**config.mk**
```make
export PLATFORM = sky130hd
export DESIGN_NAME = positional_ordered_list_top
export DESIGN_NICKNAME = d
export VERILOG_FILES = /design/src/rtl/pol_pkg.sv /design/src/rtl/pol_dp.sv /design/src/rtl/pol_ctrl.sv /design/src/rtl/positional_ordered_list_top.sv
export SDC_FILE = /design/constraint.sdc
export NUM_CORES = 2
export LEC_CHECK = 0
export ABC_AREA = 1
export BUFFER_PORTS_ARGS = -buffer_cell sky130_fd_sc_hd__clkbuf_2
export CAP_MARGIN = 10
export CELL_PAD_IN_SITES_DETAIL_PLACEMENT = 0
export CELL_PAD_IN_SITES_GLOBAL_PLACEMENT = 1
export CORE_MARGIN = 5
export CORE_UTILIZATION = 25
export DETAILED_ROUTE_END_ITERATION = 8
export MAX_ROUTING_LAYER = met4
export PLACE_DENSITY_LB_ADDON = 0.08
export SYNTH_ARGS = -nofsm -noshare
export SYNTH_HDL_FRONTEND = slang
export SYNTH_SLANG_ARGS = --single-unit
```
**constraint.sdc**
```tcl
create_clock -name clk_i -period 4.3 [get_ports clk_i]
set_input_delay 0.215 -clock clk_i [delete_from_list [all_inputs] [get_ports clk_i]]
set_output_delay 0.215 -clock clk_i [all_outputs]
set_load 0.05 [all_outputs]
```
**src/rtl/pol_pkg.sv**
```systemverilog
// ----------------------------------------------------------------------------
// pol_pkg
// Shared constants, codes and controller/datapath link types for the
// positional ordered list.
// ----------------------------------------------------------------------------
`default_nettype none

package pol_pkg;

  localparam int CAPACITY = 64;
  localparam int DATA_W   = 32;
  localparam int POS_W    = 16;
  localparam int KIND_W   = 2;
  localparam int STATUS_W = 2;
  localparam int ADDR_W   = $clog2(CAPACITY);
  localparam int CNT_W    = $clog2(CAPACITY + 1);
  localparam int STEP_W   = $clog2(POS_W);

  // operation codes
  localparam logic [KIND_W-1:0] KIND_INSERT = KIND_W'(0);
  localparam logic [KIND_W-1:0] KIND_REMOVE = KIND_W'(1);
  localparam logic [KIND_W-1:0] KIND_GET    = KIND_W'(2);

  // result status codes
  localparam logic [STATUS_W-1:0] ST_OK    = STATUS_W'(0);
  localparam logic [STATUS_W-1:0] ST_EMPTY = STATUS_W'(1);
  localparam logic [STATUS_W-1:0] ST_FULL  = STATUS_W'(2);

  // read address select
  typedef enum logic [1:0] {
    RD_P    = 2'd0,  // target position
    RD_REM  = 2'd1,  // divider remainder
    RD_PREV = 2'd2,  // idx - 1
    RD_NEXT = 2'd3   // idx + 1
  } rd_sel_e;

  typedef struct packed {
    logic                load;
    logic                div_step;
    logic                rd_en;
    rd_sel_e             rd_sel;
    logic                wr_en;
    logic                wr_new;
    logic                idx_step;
    logic                cap_res;
    logic                set_status;
    logic [STATUS_W-1:0] status;
    logic                cnt_inc;
    logic                cnt_dec;
  } cmd_t;

  typedef struct packed {
    logic [KIND_W-1:0] kind;
    logic              is_empty;
    logic              is_full;
    logic              div_last;
    logic              at_end;
    logic              next_end;
  } sts_t;

endpackage

`default_nettype wire

```
**src/rtl/pol_dp.sv**
```systemverilog
// ----------------------------------------------------------------------------
// pol_dp
// Datapath: element memory, count, shift index, serial remainder unit and
// result registers.
// ----------------------------------------------------------------------------
`default_nettype none

module pol_dp (
  input  wire logic                          clk_i,
  input  wire logic                          rst_ni,
  input  wire logic [pol_pkg::KIND_W-1:0]    kind_i,
  input  wire logic [pol_pkg::POS_W-1:0]     position_i,
  input  wire logic [pol_pkg::DATA_W-1:0]    value_in_i,
  input  wire pol_pkg::cmd_t                 cmd_i,
  output pol_pkg::sts_t                      sts_o,
  output logic [pol_pkg::DATA_W-1:0]         res_o,
  output logic [pol_pkg::STATUS_W-1:0]       status_o,
  output logic [pol_pkg::CNT_W-1:0]          count_o
);
  import pol_pkg::*;

  logic [DATA_W-1:0]   mem [CAPACITY];
  logic [KIND_W-1:0]   kind_q;
  logic [ADDR_W-1:0]   p_q;
  logic [ADDR_W-1:0]   idx_q;
  logic [DATA_W-1:0]   val_q;
  logic [CNT_W-1:0]    cnt_q;
  logic [CNT_W-1:0]    rem_q;
  logic [POS_W-1:0]    dvd_q;
  logic [STEP_W-1:0]   step_q;
  logic [DATA_W-1:0]   rdata_q;
  logic [DATA_W-1:0]   res_q;
  logic [STATUS_W-1:0] status_q;

  logic [POS_W-1:0]    cnt_ext;
  logic [CNT_W-1:0]    ins_p;
  logic [CNT_W-1:0]    rm_p;
  logic [CNT_W:0]      trial;
  logic [CNT_W:0]      trial_sub;
  logic [ADDR_W-1:0]   rd_addr;
  logic [ADDR_W-1:0]   wr_addr;
  logic [DATA_W-1:0]   wr_data;
  logic                is_ins;

  assign is_ins  = (kind_q == KIND_INSERT);
  assign cnt_ext = POS_W'(cnt_q);

  // clamp: insert to count, remove to last element
  assign ins_p = (position_i > cnt_ext)  ? cnt_q : CNT_W'(position_i);
  assign rm_p  = (position_i >= cnt_ext) ? (cnt_q - CNT_W'(1)) : CNT_W'(position_i);

  // restoring remainder step, one quotient bit per cycle
  assign trial     = {rem_q, dvd_q[POS_W-1]};
  assign trial_sub = trial - {1'b0, cnt_q};

  always_comb begin
    case (cmd_i.rd_sel)
      RD_P:    rd_addr = p_q;
      RD_REM:  rd_addr = rem_q[ADDR_W-1:0];
      RD_PREV: rd_addr = idx_q - ADDR_W'(1);
      RD_NEXT: rd_addr = idx_q + ADDR_W'(1);
      default: rd_addr = p_q;
    endcase
  end

  assign wr_addr = cmd_i.wr_new ? p_q   : idx_q;
  assign wr_data = cmd_i.wr_new ? val_q : rdata_q;

  always_ff @(posedge clk_i) begin
    if (cmd_i.wr_en) begin
      mem[wr_addr] <= wr_data;
    end
    if (cmd_i.rd_en) begin
      rdata_q <= mem[rd_addr];
    end
  end

  always_ff @(posedge clk_i or negedge rst_ni) begin
    if (!rst_ni) begin
      cnt_q    <= '0;
      kind_q   <= KIND_INSERT;
      status_q <= ST_OK;
    end else begin
      if (cmd_i.load) begin
        kind_q   <= kind_i;
        status_q <= ST_OK;
      end else if (cmd_i.set_status) begin
        status_q <= cmd_i.status;
      end
      if (cmd_i.cnt_inc) begin
        cnt_q <= cnt_q + CNT_W'(1);
      end else if (cmd_i.cnt_dec) begin
        cnt_q <= cnt_q - CNT_W'(1);
      end
    end
  end

  always_ff @(posedge clk_i) begin
    if (cmd_i.load) begin
      val_q  <= value_in_i;
      p_q    <= (kind_i == KIND_REMOVE) ? ADDR_W'(rm_p) : ADDR_W'(ins_p);
      idx_q  <= (kind_i == KIND_INSERT) ? ADDR_W'(cnt_q) : ADDR_W'(rm_p);
      rem_q  <= '0;
      dvd_q  <= position_i;
      step_q <= '0;
      res_q  <= '0;
    end else begin
      if (cmd_i.div_step) begin
        rem_q  <= (trial >= {1'b0, cnt_q}) ? CNT_W'(trial_sub) : CNT_W'(trial);
        dvd_q  <= dvd_q << 1;
        step_q <= step_q + STEP_W'(1);
      end
      if (cmd_i.idx_step) begin
        idx_q <= is_ins ? (idx_q - ADDR_W'(1)) : (idx_q + ADDR_W'(1));
      end
      if (cmd_i.cap_res) begin
        res_q <= rdata_q;
      end
    end
  end

  always_comb begin
    sts_o.kind     = kind_q;
    sts_o.is_empty = (cnt_q == '0);
    sts_o.is_full  = (cnt_q == CNT_W'(CAPACITY));
    sts_o.div_last = (step_q == STEP_W'(POS_W - 1));
    if (is_ins) begin
      sts_o.at_end   = (idx_q == p_q);
      sts_o.next_end = ((idx_q - ADDR_W'(1)) == p_q);
    end else begin
      sts_o.at_end   = ((CNT_W'(idx_q) + CNT_W'(1)) >= cnt_q);
      sts_o.next_end = ((CNT_W'(idx_q) + CNT_W'(2)) >= cnt_q);
    end
  end

  assign res_o    = res_q;
  assign status_o = status_q;
  assign count_o  = cnt_q;

endmodule

`default_nettype wire

```
**src/rtl/pol_ctrl.sv**
```systemverilog
// ----------------------------------------------------------------------------
// pol_ctrl
// Sequencer: decodes the operation and steps the datapath through
// remainder, read, shift and write phases.
// ----------------------------------------------------------------------------
`default_nettype none

module pol_ctrl (
  input  wire logic          clk_i,
  input  wire logic          rst_ni,
  input  wire logic          in_valid_i,
  input  wire logic          out_free_i,
  input  wire pol_pkg::sts_t sts_i,
  output logic               in_ready_o,
  output logic               out_load_o,
  output pol_pkg::cmd_t      cmd_o
);
  import pol_pkg::*;

  typedef enum logic [8:0] {
    S_IDLE    = 9'b000000001,
    S_DECODE  = 9'b000000010,
    S_DIV     = 9'b000000100,
    S_RD_RES  = 9'b000001000,
    S_CAP_RES = 9'b000010000,
    S_SH_RD   = 9'b000100000,
    S_SH_WR   = 9'b001000000,
    S_WR_NEW  = 9'b010000000,
    S_DONE    = 9'b100000000
  } state_e;

  state_e state_q, state_d;

  always_ff @(posedge clk_i or negedge rst_ni) begin
    if (!rst_ni) begin
      state_q <= S_IDLE;
    end else begin
      state_q <= state_d;
    end
  end

  always_comb begin
    state_d    = state_q;
    cmd_o      = '0;
    in_ready_o = 1'b0;
    out_load_o = 1'b0;
    unique case (state_q)
      S_IDLE: begin
        in_ready_o = 1'b1;
        if (in_valid_i) begin
          cmd_o.load = 1'b1;
          state_d    = S_DECODE;
        end
      end
      S_DECODE: begin
        unique case (sts_i.kind)
          KIND_INSERT: begin
            if (sts_i.is_full) begin
              cmd_o.set_status = 1'b1;
              cmd_o.status     = ST_FULL;
              state_d          = S_DONE;
            end else if (sts_i.at_end) begin
              state_d = S_WR_NEW;
            end else begin
              state_d = S_SH_RD;
            end
          end
          KIND_REMOVE, KIND_GET: begin
            if (sts_i.is_empty) begin
              cmd_o.set_status = 1'b1;
              cmd_o.status     = ST_EMPTY;
              state_d          = S_DONE;
            end else if (sts_i.kind == KIND_GET) begin
              state_d = S_DIV;
            end else begin
              state_d = S_RD_RES;
            end
          end
          default: state_d = S_DONE;  // unused code: no-op
        endcase
      end
      S_DIV: begin
        cmd_o.div_step = 1'b1;
        if (sts_i.div_last) begin
          state_d = S_RD_RES;
        end
      end
      S_RD_RES: begin
        cmd_o.rd_en  = 1'b1;
        cmd_o.rd_sel = (sts_i.kind == KIND_GET) ? RD_REM : RD_P;
        state_d      = S_CAP_RES;
      end
      S_CAP_RES: begin
        cmd_o.cap_res = 1'b1;
        if (sts_i.kind == KIND_REMOVE) begin
          if (sts_i.at_end) begin
            cmd_o.cnt_dec = 1'b1;
            state_d       = S_DONE;
          end else begin
            state_d = S_SH_RD;
          end
        end else begin
          state_d = S_DONE;
        end
      end
      S_SH_RD: begin
        cmd_o.rd_en  = 1'b1;
        cmd_o.rd_sel = (sts_i.kind == KIND_INSERT) ? RD_PREV : RD_NEXT;
        state_d      = S_SH_WR;
      end
      S_SH_WR: begin
        cmd_o.wr_en    = 1'b1;
        cmd_o.idx_step = 1'b1;
        if (!sts_i.next_end) begin
          state_d = S_SH_RD;
        end else if (sts_i.kind == KIND_INSERT) begin
          state_d = S_WR_NEW;
        end else begin
          cmd_o.cnt_dec = 1'b1;
          state_d       = S_DONE;
        end
      end
      S_WR_NEW: begin
        cmd_o.wr_en   = 1'b1;
        cmd_o.wr_new  = 1'b1;
        cmd_o.cnt_inc = 1'b1;
        state_d       = S_DONE;
      end
      S_DONE: begin
        if (out_free_i) begin
          out_load_o = 1'b1;
          state_d    = S_IDLE;
        end
      end
      default: state_d = S_IDLE;
    endcase
  end

endmodule

`default_nettype wire

```
**src/rtl/positional_ordered_list_top.sv**
```systemverilog
// ----------------------------------------------------------------------------
// positional_ordered_list_top
// Ordered list of up to 64 data words with positional insert, remove and
// get, built as a sequencer driving a memory-based datapath.
// ----------------------------------------------------------------------------
// Usage:
//   Input channel (in_valid_i / in_ready_o) carries one word per operation:
//   kind_i (insert, remove, get), position_i and value_in_i. Output channel
//   (out_valid_o / out_ready_i) returns one word per operation: value_out_o,
//   status_o (ok, empty, full) and count_o after the operation.
//   One operation is in work at a time; a new one is taken once the previous
//   result has moved into the output register, even if that word is not yet
//   taken downstream.
//   Insert and remove move elements with one memory read and one write per
//   moved word; get first runs a serial remainder for position mod count;
//   errors and the unused code go straight to the result.
//   Reset clears the count and the sequencer; memory contents are not
//   cleared, only entries below the count are ever read.
//   If the receiver stalls, the result holds in the output register and the
//   next operation runs; the sequencer waits at its end until the register
//   frees up.
// ----------------------------------------------------------------------------
`default_nettype none

module positional_ordered_list_top (
  input  wire logic                          clk_i,
  input  wire logic                          rst_ni,
  input  wire logic                          in_valid_i,
  output logic                               in_ready_o,
  input  wire logic [pol_pkg::KIND_W-1:0]    kind_i,
  input  wire logic [pol_pkg::POS_W-1:0]     position_i,
  input  wire logic [pol_pkg::DATA_W-1:0]    value_in_i,
  output logic                               out_valid_o,
  input  wire logic                          out_ready_i,
  output logic [pol_pkg::DATA_W-1:0]         value_out_o,
  output logic [pol_pkg::STATUS_W-1:0]       status_o,
  output logic [pol_pkg::CNT_W-1:0]          count_o
);
  import pol_pkg::*;

  cmd_t                cmd;
  sts_t                sts;
  logic                out_free;
  logic                out_load;
  logic [DATA_W-1:0]   dp_res;
  logic [STATUS_W-1:0] dp_status;
  logic [CNT_W-1:0]    dp_count;

  // output word register
  logic                out_valid_q;
  logic [DATA_W-1:0]   value_out_q;
  logic [STATUS_W-1:0] status_q;
  logic [CNT_W-1:0]    count_q;

  // slot is free when empty or being drained this cycle
  assign out_free = !out_valid_q || out_ready_i;

  pol_ctrl u_ctrl (
    .clk_i      (clk_i),
    .rst_ni     (rst_ni),
    .in_valid_i (in_valid_i),
    .out_free_i (out_free),
    .sts_i      (sts),
    .in_ready_o (in_ready_o),
    .out_load_o (out_load),
    .cmd_o      (cmd)
  );

  pol_dp u_dp (
    .clk_i      (clk_i),
    .rst_ni     (rst_ni),
    .kind_i     (kind_i),
    .position_i (position_i),
    .value_in_i (value_in_i),
    .cmd_i      (cmd),
    .sts_o      (sts),
    .res_o      (dp_res),
    .status_o   (dp_status),
    .count_o    (dp_count)
  );

  always_ff @(posedge clk_i or negedge rst_ni) begin
    if (!rst_ni) begin
      out_valid_q <= 1'b0;
    end else if (out_load) begin
      out_valid_q <= 1'b1;
    end else if (out_ready_i) begin
      out_valid_q <= 1'b0;
    end
  end

  always_ff @(posedge clk_i) begin
    if (out_load) begin
      value_out_q <= dp_res;
      status_q    <= dp_status;
      count_q     <= dp_count;
    end
  end

  assign out_valid_o = out_valid_q;
  assign value_out_o = value_out_q;
  assign status_o    = status_q;
  assign count_o     = count_q;

`ifndef SYNTHESIS
  // count never exceeds capacity
  assert property (@(posedge clk_i) disable iff (!rst_ni)
    out_valid_o |-> (count_o <= CNT_W'(CAPACITY)))
    else $error("count above capacity");

  // full is only reported with a full list
  assert property (@(posedge clk_i) disable iff (!rst_ni)
    (out_valid_o && (status_o == ST_FULL)) |-> (count_o == CNT_W'(CAPACITY)))
    else $error("full status with list not full");

  // empty is only reported with an empty list and a zero word
  assert property (@(posedge clk_i) disable iff (!rst_ni)
    (out_valid_o && (status_o == ST_EMPTY)) |-> ((count_o == '0) && (value_out_o == '0)))
    else $error("empty status inconsistent");

  // after accepting a word the block is busy and does not accept another back to back
  assert property (@(posedge clk_i) disable iff (!rst_ni)
    (in_valid_i && in_ready_o) |=> !in_ready_o)
    else $error("accepted two words back to back");
`endif

endmodule

`default_nettype wire
```
==> run metrics <==
first-pass GRT wire length 583000 um; xor/xnor share of the synthesized area less than 1%; WHS Endpoint u_dp.val_q[29]; DIE AREA between 400000 and 500000 um2; # rows 229; Hold Crit Class in2reg; Max clock buf depth 4; critical path arrival about 4.8 ns; post-DP HPWL 240000 um; Switch Pwr ~29 mW; post-synth cell types 45; CP required around 4.9 ns; per-cell routed wire length approximately 29 um; Post-Synth Simple-Gate Area 23.6%; worst vdd ir 0.000369 V; top_reg_cell synth edfxtp_1; Area Growth Syn to Fin 20.3%; mux cell area share after synthesis 0%; placed cell area roughly 110000 um2; placed cell count between 10000 and 15000; post-route cell area around 120000 um2; Syn Inst Count 8722; crit path cell chain nor2_1 > nand3_2 > nor2_4 > buf_4 > nand3_1 > nor2_1 > nor2_1 > nor2_4 > buf_12 > buf_12 > nand2_1 > nand3_1 > nand3_1 > nand3_2 > nand2_1 > buf_4 > nand2_1 > nand2_1; status completed; fin nets between 9000 and 10000; CP Capture Type flip-flop; Syn. warnings 0; Final Util between 30% and 40%; Port-buffer cells between 90 and 100; Num CTS Buffers 284; Max Slew Vio Count 0; core area ~390000 um2; CP startpoint kind flip-flop; dpl ws -0.0650 ns; Lkg Pwr 43.0 nW; clock-pin slew on the worst setup and hold paths around 0.060 ns; clk_lat worst skew a little over 0.9 ns; drt drc 0; vias in the first global route between 60000 and 70000; min cycle time layout 4.12 ns; cell mode on critical path nand2_1; Final setup viols 0; Layout Cells excl Fill between 10000 and 15000; critical path class reg2reg; die height between 600 and 700 um; Synth Cell Area 97400 um2; routed vias approximately 70000; clk root buf clkbuf_16; final total power 73.6 mW; Pwr Density approximately 630 nW/um2; endpoints failing hold 0; CTS sink cnt between 2000 and 2500; FF-to-FF setup slack 0.18 ns; final period utilization between 90% and 100%; clock share of power a little under a third; final worst setup slack roughly 0.18 ns; Initial Util between 20 and 30%; initial DRC count ~6800; Synth Area in Compound Gates under 10%; Comb pwr share between 30% and 40%; share of cells above drive strength 1 a little under an eighth; Synth Area in Adders less than 1%; Seq/Total Area, Yosys about 69%; sequential fraction of design power approximately a third; post-route ant nets 0; async set or reset register ratio after synthesis less than 1%; switching share of power between 30% and 40%; Tightest Pin Transition about 0.98 ns; Mapped Nets between 8000 and 9000; CTS tree done; Worst Hold Launch value_in_i[29]; Internal between 40 and 50 mW; worst-case reg-to-reg path depth 18; worst-path maximum fanout 55; pin count of the biggest net entering global routing ~140; slowest stage cell, crit path dfrtp_1; Overflow after GRT 0; routability-driven placement congestion ratio just over 0.8; RSZ-0062 raised after global routing no; largest family of logic cells by synthesized area simple AND/OR/NAND/NOR gates; skew final 0.0518 ns; Fillers a little under 40000; worst reg2reg path endpoint u_dp.rdata_q[8]; Setup Fix Bufs, Post-CTS 0; Max Cap Violations 0; Slowest Stage Delay on Critical Path ~0.40 ns; Peak Freq 0.243 GHz; Post-Syn Area per Cell roughly 11 um2; WHS Path Cells 2; initial antenna violation count 30; Slew HR a little over a third; H-Tree Depth 5; Vias/cell between 4 and 5; Yosys reg bits 2245; drt pass-1 iters 5; Die X roughly 630 um; R2R Path Start u_ctrl.state_q[3]; DRT Wirelength between 400000 and 500000 um; EDFF count, synth ~2200; IO Pins 97; GRT Overall Usage 20.8%
how the worst max path moves through the flow:
stage,slack (ns),endpoint,from,cells after the start
6_report,0.18,u_dp.rdata_q[8],u_ctrl.state_q[3],18
4_1_cts,0.03,u_dp.rdata_q[8],u_ctrl.state_q[3],18
5_1_grt,0.007,u_dp.rdata_q[21],u_ctrl.state_q[3],17
2_1_floorplan,0.46,u_dp.p_q[0],u_ctrl.state_q[3],8
3_3_place_gp,-0.11,u_dp.rdata_q[14],u_ctrl.state_q[2],15
3_5_place_dp,-0.06,u_dp.rdata_q[20],u_ctrl.state_q[2],15
synth_stat cells (3+ instances only):
| cell type | count | share of area [%] |
|---|---|---|
| a211oi_1 | 3 | 0.023 |
| a21oi_1 | 33 | 0.17 |
| buf_1 | 66 | 0.25 |
| buf_2 | 314 | 1.6 |
| buf_4 | 34 | 0.26 |
| buf_6 | 9 | 0.10 |
| clkbuf_1 | 286 | 1.1 |
| dfrtp_1 | 20 | 0.51 |
| dfxtp_1 | 43 | 0.88 |
| edfxtp_1 | 2181 | 67 |
| ha_1 | 40 | 0.51 |
| inv_1 | 589 | 2.3 |
| inv_2 | 4 | 0.015 |
| nand2_1 | 2112 | 8.1 |
| nand3_1 | 1395 | 7.2 |
| nand3_2 | 3 | 0.031 |
| nand4_1 | 1136 | 7.3 |
| nor2_1 | 185 | 0.71 |
| nor2_2 | 4 | 0.026 |
| nor3_1 | 13 | 0.067 |
| nor4_1 | 6 | 0.039 |
| o211ai_1 | 8 | 0.062 |
| o21a_1 | 5 | 0.039 |
| o21ai_0 | 142 | 0.73 |
| o21ai_1 | 38 | 0.20 |
| o22ai_1 | 3 | 0.019 |
| xor2_1 | 24 | 0.22 |
power groups by stage:
| stage | clock (mW) | combinational [mW] | sequential [mW] |
|---|---|---|---|
| final | 22.8 | 25.7 | 25.1 |
| after global routing | 24.4 | 27.8 | 25.1 |
| after CTS | 23.5 | 26.1 | 25.1 |
| after detailed placement | 0 | 25.8 | 25.6 |
| after global placement | 0 | 26.0 | 25.6 |
| after floorplan | 0 | 13.2 | 25.4 |
timing repair:
item,in CTS,in global routing
resized for setup,6,11
endpoints found under the setup margin,6,9
hold endpoints to repair,109,0
cloned,1,0
hold buffers,83,0
layer usage:
layer	GRT usage, %	part of all wire, %	up-vias
li1	-	-	32000
met1	29.8	48	36700
met2	31.8	45	1945
met3	2.41	4.8	444
met4	3.92	2.0	0
met5	-	0	-
critical path: cells and delay by family, from the launching register on:
kind,cells,cell delay (ns)
AND/OR/NAND/NOR,14,2.45
buffers and inverters,4,0.90
flip-flops,1,0.40
cells in the final DEF, fill, tap and decap left out, drive strengths merged, types with 94 or more instances in the layout:
cell | Yosys | routed
buf | 423 | 448
edfxtp | 2181 | 2181
o21ai | 180 | 180
nor2 | 191 | 191
nand4 | 1136 | 1136
clkinv | 2 | 94
inv | 594 | 599
nand3 | 1399 | 1399
nand2 | 2115 | 2115
clkbuf | 286 | 476
metrics by stage:
stage | hold slack (ns) | setup TNS [ns]
global route | 0.0430 | 0
CTS | 0.000422 | 0
finish | 0.0722 | 0
detailed placement | 0.259 | -0.164
floorplan | -0.0806 | 0
global placement | 0.255 | -0.421
sequential cells by signal, indices dropped and copies added (netlist names):
name and flops:
u_dp.dvd_q 16, u_dp.p_q 6, u_dp.idx_q 6, count_o 7, u_dp.status_o 2, u_dp.kind_q 2
u_ctrl.state_q 9, u_dp.mem 2048, u_dp.val_q 32, u_dp.res_o 32, u_dp.rdata_q 32, out_valid_o 1
u_dp.rem_q 7, u_dp.count_o 7, value_out_o 32, status_o 2, u_dp.step_q 4
area by class of cell:
class	count	area [um2]	area share [%]
clock buffers	380	7740	6.61
repair buffers	628	7100	6.07
clock inverters	110	831	0.710
well taps	5197	6500	5.55
diodes	11	27.5	0.0235
inverters	596	2260	1.93
flip-flops and latches	2245	66900	57.1
multi-input cells	5172	25700	22.0
logic make-up (layout without fill, tap and decap cells):
kind of cell    count (synthesis)  in the layout
simple gates                 4862           4862
buf+inv                      1305           1714
compound gates                243            243
xor+xnor                       26             26
fa+ha+maj                      41             41
flops                        2245           2245
other cells                     0             11
Power figures use the tool's default switching activity.
